===== config.mk =====
export PLATFORM = sky130hd
export DESIGN_NAME = priority_task_scheduler
export DESIGN_NICKNAME = d
export VERILOG_FILES = /design/src/sv/pts_pkg.sv /design/src/sv/pts_ctrl.sv /design/src/sv/pts_dpath.sv /design/src/sv/priority_task_scheduler.sv
export SDC_FILE = /design/constraint.sdc
export NUM_CORES = 1
export LEC_CHECK = 0
export BUFFER_PORTS_ARGS = -buffer_cell sky130_fd_sc_hd__buf_2
export CAP_MARGIN = 20
export CORE_MARGIN = 4
export CORE_UTILIZATION = 35
export CTS_CLUSTER_DIAMETER = 120
export DETAILED_ROUTE_END_ITERATION = 7
export PLACE_DENSITY_LB_ADDON = 0.3
export RECOVER_POWER = 50
export SETUP_SLACK_MARGIN = 0.5
export SYNTH_ARGS = -nofsm -noshare
export SYNTH_HDL_FRONTEND = slang
export SYNTH_SLANG_ARGS = --single-unit

===== constraint.sdc =====
create_clock -name clk -period 3.4 [get_ports clk]
set_input_delay 0.51 -clock clk [delete_from_list [all_inputs] [get_ports clk]]
set_output_delay 0.51 -clock clk [all_outputs]
set_load 0.01 [all_outputs]

===== src/sv/pts_pkg.sv =====
`timescale 1ns / 1ps
// ----------------------------------------------------------------------------
// pts_pkg: shared types and codes for the priority task scheduler
// Word formats, action and status codes, controller/datapath links.
// ----------------------------------------------------------------------------
package pts_pkg;

  localparam logic [1:0] ACT_ADD  = 2'd0;
  localparam logic [1:0] ACT_RUN  = 2'd1;
  localparam logic [1:0] ACT_TICK = 2'd2;

  localparam logic [1:0] ST_OK      = 2'd0;
  localparam logic [1:0] ST_FULL    = 2'd1;
  localparam logic [1:0] ST_NOALLOC = 2'd2;

  localparam logic [7:0] PRIO_LOWEST = 8'd255;

  typedef struct packed {
    logic [1:0] action;
    logic [7:0] priority_req;
    logic [3:0] task_id;
  } in_word_t;

  typedef struct packed {
    logic [1:0]  status;
    logic [3:0]  assigned_id;
    logic [3:0]  active_id;
    logic [31:0] tick_count;
  } out_word_t;

  typedef struct packed {
    logic latch;
    logic exec;
    logic rd;
    logic load_out;
  } pts_cmd_t;

  typedef struct packed {
    logic is_tick;
    logic cnt_one;
    logic scan_last;
    logic out_free;
  } pts_sts_t;

endpackage


===== src/sv/pts_ctrl.sv =====
`timescale 1ns / 1ps
// ----------------------------------------------------------------------------
// pts_ctrl: scheduler sequencer
// Takes one word at a time, runs the table scan on ticks, hands off results.
// ----------------------------------------------------------------------------
module pts_ctrl
  import pts_pkg::*;
#(
  parameter int IDW = 4
) (
  input  logic           clk,
  input  logic           rst_n,
  input  logic           in_valid,
  output logic           in_stall,
  input  pts_sts_t       sts,
  output pts_cmd_t       cmd,
  output logic [IDW-1:0] scan_addr
);

  typedef enum logic [2:0] {
    S_IDLE,
    S_EXEC,
    S_SCAN,
    S_DRAIN,
    S_DONE
  } state_t;

  state_t         state_r;
  state_t         state_nxt;
  logic [IDW-1:0] scan_idx_r;
  logic [IDW-1:0] scan_idx_nxt;

  always_comb begin
    state_nxt    = state_r;
    scan_idx_nxt = scan_idx_r;
    cmd          = '0;
    case (state_r)
      S_IDLE: begin
        cmd.latch = in_valid;
        if (in_valid) begin
          state_nxt = S_EXEC;
        end
      end
      S_EXEC: begin
        cmd.exec = 1'b1;
        if (sts.is_tick && !sts.cnt_one) begin
          state_nxt    = S_SCAN;
          scan_idx_nxt = IDW'(1);
        end else begin
          state_nxt = S_DONE;
        end
      end
      S_SCAN: begin
        cmd.rd = 1'b1;
        if (sts.scan_last) begin
          state_nxt = S_DRAIN;
        end else begin
          scan_idx_nxt = scan_idx_r + IDW'(1);
        end
      end
      S_DRAIN: begin
        state_nxt = S_DONE;
      end
      S_DONE: begin
        cmd.load_out = sts.out_free;
        if (sts.out_free) begin
          state_nxt = S_IDLE;
        end
      end
      default: begin
        state_nxt = S_IDLE;
      end
    endcase
  end

  always_ff @(posedge clk) begin
    if (!rst_n) begin
      state_r    <= S_IDLE;
      scan_idx_r <= '0;
    end else begin
      state_r    <= state_nxt;
      scan_idx_r <= scan_idx_nxt;
    end
  end

  assign in_stall  = (state_r != S_IDLE);
  assign scan_addr = scan_idx_r;

endmodule


===== src/sv/pts_dpath.sv =====
`timescale 1ns / 1ps
// ----------------------------------------------------------------------------
// pts_dpath: scheduler datapath
// Task table, ready marks, tick counter, scan compare and result register.
// ----------------------------------------------------------------------------
module pts_dpath
  import pts_pkg::*;
#(
  parameter int MAX_TASKS = 16,
  parameter int IDW       = 4,
  parameter int CW        = 5
) (
  input  logic           clk,
  input  logic           rst_n,
  input  in_word_t       in_data,
  output logic           out_valid,
  input  logic           out_stall,
  output out_word_t      out_data,
  input  pts_cmd_t       cmd,
  input  logic [IDW-1:0] scan_addr,
  output pts_sts_t       sts
);

  localparam int CMPW = (CW > 4) ? CW : 4;
  localparam int XW   = (IDW > 4) ? IDW : 4;

  in_word_t       item_r;
  logic [7:0]     prio_mem [MAX_TASKS];
  logic [MAX_TASKS-1:0] ready_r;
  logic [CW-1:0]  count_r;
  logic [IDW-1:0] active_r;
  logic [31:0]    ticks_r;

  logic [7:0]     rd_prio_r;
  logic           rd_rdy_r;
  logic [IDW-1:0] rd_idx_r;
  logic           rd_vld_r;
  logic [IDW-1:0] best_r;
  logic [7:0]     best_prio_r;

  logic [1:0]     res_status_r;
  logic [3:0]     res_assigned_r;
  logic           out_valid_r;
  out_word_t      out_word_r;

  logic            is_full;
  logic [CMPW-1:0] tid_ext;
  logic            tid_bad;
  logic            add_ok;
  logic [IDW-1:0]  new_idx;
  logic [IDW-1:0]  tid_idx;
  logic [CMPW-1:0] cnt_ext;
  logic [XW-1:0]   active_sel;
  logic [XW-1:0]   best_ext;

  assign is_full = (count_r >= CW'(MAX_TASKS));
  assign tid_ext = CMPW'(item_r.task_id);
  assign cnt_ext = CMPW'(count_r);
  assign tid_bad = (tid_ext >= cnt_ext);
  assign tid_idx = IDW'(tid_ext);
  assign new_idx = IDW'(count_r);
  assign add_ok  = cmd.exec && (item_r.action == ACT_ADD) && !is_full;

  assign sts.is_tick   = (item_r.action == ACT_TICK);
  assign sts.cnt_one   = (count_r == CW'(1));
  assign sts.scan_last = ((CW'(scan_addr) + CW'(1)) == count_r);
  assign sts.out_free  = !out_valid_r || !out_stall;

  always_ff @(posedge clk) begin
    if (add_ok) begin
      prio_mem[new_idx] <= item_r.priority_req;
    end
    if (cmd.rd) begin
      rd_prio_r <= prio_mem[scan_addr];
    end
  end

  always_ff @(posedge clk) begin
    if (cmd.latch) begin
      item_r <= in_data;
    end
    if (cmd.rd) begin
      rd_rdy_r <= ready_r[scan_addr];
      rd_idx_r <= scan_addr;
    end
    if (cmd.exec) begin
      res_status_r   <= ST_OK;
      res_assigned_r <= 4'd0;
      case (item_r.action)
        ACT_ADD: begin
          if (is_full) begin
            res_status_r <= ST_FULL;
          end else begin
            res_assigned_r <= cnt_ext[3:0];
          end
        end
        ACT_RUN: begin
          if (tid_bad) begin
            res_status_r <= ST_NOALLOC;
          end
        end
        default: begin
        end
      endcase
      best_r      <= '0;
      best_prio_r <= PRIO_LOWEST;
    end else if (rd_vld_r && rd_rdy_r && (rd_prio_r < best_prio_r)) begin
      best_r      <= rd_idx_r;
      best_prio_r <= rd_prio_r;
    end
  end

  assign best_ext   = XW'(best_r);
  assign active_sel = XW'(active_r);

  always_ff @(posedge clk) begin
    if (cmd.load_out) begin
      out_word_r.status      <= res_status_r;
      out_word_r.assigned_id <= res_assigned_r;
      out_word_r.active_id   <= (item_r.action == ACT_TICK) ? best_ext[3:0]
                                                            : active_sel[3:0];
      out_word_r.tick_count  <= ticks_r;
    end
  end

  always_ff @(posedge clk) begin
    if (!rst_n) begin
      ready_r     <= '0;
      count_r     <= CW'(1);
      active_r    <= '0;
      ticks_r     <= '0;
      rd_vld_r    <= 1'b0;
      out_valid_r <= 1'b0;
    end else begin
      rd_vld_r <= cmd.rd;
      if (add_ok) begin
        ready_r[new_idx] <= 1'b0;
        count_r          <= count_r + CW'(1);
      end
      if (cmd.exec && (item_r.action == ACT_RUN) && !tid_bad) begin
        ready_r[tid_idx] <= 1'b1;
      end
      if (cmd.exec && (item_r.action == ACT_TICK)) begin
        ticks_r <= ticks_r + 32'd1;
      end
      if (cmd.load_out && (item_r.action == ACT_TICK)) begin
        active_r <= best_r;
      end
      if (cmd.load_out) begin
        out_valid_r <= 1'b1;
      end else if (!out_stall) begin
        out_valid_r <= 1'b0;
      end
    end
  end

  assign out_valid = out_valid_r;
  assign out_data  = out_word_r;

endmodule


===== src/sv/priority_task_scheduler.sv =====
`timescale 1ns / 1ps
// ----------------------------------------------------------------------------
// priority_task_scheduler: fixed-priority task table and dispatch decision
// Usage:
//   Input words (in_valid/in_stall/in_data) carry an action: add a task with
//   a priority, mark a task ready, or tick. Each word yields exactly one
//   output word (out_valid/out_stall/out_data) with status, the task number
//   given by an add, the selected task and the tick count.
//   Add, run and unused actions need no scan. A tick scans the table one
//   entry per cycle through the priority memory read port, unless the idle
//   task is the only one allocated. One word is in work at a time; the next
//   word is taken the cycle after its result is loaded, even while that
//   result is stalled.
//   Reset leaves only the idle task (entry 0, priority 255), no ready marks,
//   task 0 selected and the tick count at zero.
//   A stalled output word holds; a finished result waits in the sequencer
//   until the output register is free, with in_stall high meanwhile.
// ----------------------------------------------------------------------------
module priority_task_scheduler
  import pts_pkg::*;
#(
  parameter int MAX_TASKS = 16
) (
  input  logic      clk,
  input  logic      rst_n,
  input  logic      in_valid,
  output logic      in_stall,
  input  in_word_t  in_data,
  output logic      out_valid,
  input  logic      out_stall,
  output out_word_t out_data
);

  localparam int IDW = $clog2(MAX_TASKS);
  localparam int CW  = $clog2(MAX_TASKS + 1);

  pts_cmd_t       cmd;
  pts_sts_t       sts;
  logic [IDW-1:0] scan_addr;

  pts_ctrl #(
    .IDW(IDW)
  ) u_ctrl (
    .clk      (clk),
    .rst_n    (rst_n),
    .in_valid (in_valid),
    .in_stall (in_stall),
    .sts      (sts),
    .cmd      (cmd),
    .scan_addr(scan_addr)
  );

  pts_dpath #(
    .MAX_TASKS(MAX_TASKS),
    .IDW      (IDW),
    .CW       (CW)
  ) u_dpath (
    .clk      (clk),
    .rst_n    (rst_n),
    .in_data  (in_data),
    .out_valid(out_valid),
    .out_stall(out_stall),
    .out_data (out_data),
    .cmd      (cmd),
    .scan_addr(scan_addr),
    .sts      (sts)
  );

endmodule


==> reports/qor.yml <==
routing:
  drt_iter0_drc: 438
  wl_mm: 23.3
  wl_per_cell_um: 18.3
  num_vias: 6467
  ant_nets: 0
  drcViolationCount: 0
  drt_pre_antenna_iters: 5
  viasPerCell: 5.08
clocking:
  cts_setup_buffers: 0
  clkTransAtPathRegs_ps: 60
  cts_tree: "built"
  post_cts_resize_count: 0
  insertion_delay_ps: 560
  cts_made_buffers: 29
  clkSinkCount: 281
  clock-root-buffer: "clkbuf_16"
  cts_hold_buf: 0
  h-tree-depth: 1
  max-clock-path-buffers: 3
run_status:
  outcome: "complete, but fails checks"
  violations: "max-capacitance violations, max-slew violations"
place:
  dpl.hpwl_mm: 15.6
  gp_congestion: 0.780
  post_dp_cell_area_um2: 12200
  port_buffers: 61
critical_path:
  crit_top_cell: "mux4_2"
  cpPeakStageDelay_ps: 1070
  crit_buf_inv: 1
  cp_top_family: "buffers and inverters"
  critPathLaunchType: "flop"
  cp-end-kind: "flop"
  path_cells: "clkbuf_1 > mux4_2 > mux4_2"
  crit_type: "reg -> reg"
  required_ps: 3680
  path_max_fanout: 25
  crit_slowest_cell: "clkbuf_1"
  crit_arrival_ps: 2930
timing:
  finClkSkew_ps: 32.3
  period_share: 0.779
  relSlewSlack: -0.0395
  hold_viol_final: 0
  grt_setup_unrepaired: "no"
  fmax_mhz: 378
  tightest_slew_ps: 1560
  setup-violations-final: 0
  finalSetupTns_ps: 0
  fin_crit_ps: 2650
  drv_slew: 47
global_routing:
  grt_util_all_layers: 0.132
  grt_pass1_wl_mm: 37.4
  antenna_found_initial: 0
  grt_pass1_vias: 6440
  met1_usage: 0.191
  grtUsageMet3: 0.0194
  overflow: 0
  grt_max_degree: 47
  grt_use_met2: 0.208
  gr-max-usage-layer: "met2"
pwr:
  p_leak_nw: 4.27
  power_w: 0.00702
  peakVddDrop_uv: 533
  p_per_area_nw_per_um2: 538
layout:
  drive_above_1_share: 0.164
  multi_input_area_um2: 3400
  fin_util: 0.412
  n_antenna_cell: 0
  mostFrequentLayoutCell: "edfxtp_1"
  regArea_um2: 7660
  final_nets: 883
  synthToLayoutAreaGrowth_pct: 15.4
  n_fill_cell: 2913
  design_area_um2: 13100
  most-common-layout-cells: "edfxtp_1 (203), dfxtp_1 (77), nor2_1 (65)"
floorplanning:
  io_pins: 62
  dieHeight_um: 188
  dieWidth_um: 188
  start_util: 0.357
  num_rows: 65
  die-area_um2: 35300
  coreArea_um2: 31700
synthesis:
  synth_warnings: 0
  synth_edf_count: 203
  synth_fp_nets: 803
  synthDistinctLibCells: 57
  synth_flop_cell: "edfxtp_1"
  async_reset_ff_frac: 0
  syn_area_per_cell_um2: 14.7
  synth-seq-cells: 281
  synthesis.instances: 768
  synth_area_um2: 11300
  yosysSeqAreaShare: 0.677
hold_path:
  hp-class: "in -> reg"
run:
  maxCapViolCount: 1
[metal layers]
| metal | share of wire | vias up |
|---|---|---|
| met5 | 0 | - |
| met4 | 0.022 | 0 |
| met3 | 0.042 | 35 |
| met2 | 0.47 | 158 |
| met1 | 0.47 | 3174 |
| li1 | - | 3100 |
[cell families (layout without fill, tap and decap cells)]
| group | count (synthesis) | count (layout) | share of synthesized area |
|---|---|---|---|
| buffers and inverters | 61 | 164 | 0.0230 |
| adder cells (fa/ha/maj) | 17 | 17 | 0.0188 |
| XOR/XNOR | 25 | 25 | 0.0194 |
| flip-flops | 281 | 281 | 0.677 |
| AND/OR/NAND/NOR | 236 | 236 | 0.110 |
| multiplexers | 63 | 63 | 0.106 |
| AO/OA/AOI/OAI | 85 | 85 | 0.0463 |
[power by group]
group	internal [W]	switching (W)	total (W)	leakage, nW
registers	0.00371	0.0000598	0.00377	2.48
clock network	0.00181	0.00128	0.00309	0.461
logic	0.0000544	0.000105	0.000159	1.33
[synth_stat cells, drive strengths merged, types with 2 or more instances]
master,number,share of area
xnor2,18,0.014
o31ai,5,0.0033
or4,14,0.0093
edfxtp,203,0.54
nand2,50,0.017
nand3,15,0.0071
nand4b,2,0.0015
nand4,18,0.011
nor2b,4,0.0022
dfxtp,78,0.14
nor4b,2,0.0015
clkbuf,28,0.0093
o311ai,4,0.0031
buf,12,0.0066
a211oi,3,0.0020
nor3,9,0.0040
mux2i,17,0.015
mux4,45,0.090
nand2b,7,0.0039
ha,17,0.019
inv,20,0.0066
and4,7,0.0054
and2,8,0.0044
nor4,6,0.0033
nor2,65,0.022
or3,14,0.0082
o211ai,14,0.0093
and3,6,0.0038
or2,2,0.0011
o21ai,28,0.012
xor2,7,0.0054
nor3b,3,0.0024
a21oi,22,0.0097
a21o,2,0.0013
[path summary, 6_finish.rpt]
check / startpoint / end / slack [ps] / cells past startpoint
setup / recovery: u_ctrl.scan_addr[1]$_SDFFE_PN0P_ / u_dpath.rd_prio_r[5]$_DFFE_PP_ / 750 / 3
hold / removal: in_data[8] / u_dpath.item_r[8]$_DFFE_PP_ / 120 / 1
setup reg to reg: u_ctrl.scan_addr[1]$_SDFFE_PN0P_ / u_dpath.rd_prio_r[5]$_DFFE_PP_ / 750 / 3
hold reg to reg: u_dpath.res_assigned_r[3]$_SDFFCE_PP0N_ / u_dpath.out_data[39]$_DFFE_PP_ / 420 / 0
[sequential cells by signal, summed over array words and instances (netlist names), 5 cells and up]
name / count
u_dpath.prio_mem: 128
u_dpath.cnt_ext: 5
u_dpath.rd_prio_r: 8
u_dpath.out_data: 42
u_dpath.best_prio_r: 8
u_dpath.ready_r: 16
u_dpath.item_r: 10
u_dpath.ticks_r: 32
[cell type report]
type | count | area share
flip-flops and latches | 281 | 0.586
well taps | 402 | 0.0385
inverters | 21 | 0.00613
clock buffers | 42 | 0.0616
repair buffers | 89 | 0.0359
multi-input cells | 426 | 0.261
clock inverters | 12 | 0.0108
[per-stage QoR]
step	setup slack, ps	hold slack [ps]	cells
global placement	927	404	1219
finish	751	116	1273
detailed placement	852	412	1219
global route	429	94.7	1273
floorplan	1050	400	768
CTS	829	93.2	1273
Note: power is estimated with default switching activity, not from simulation.
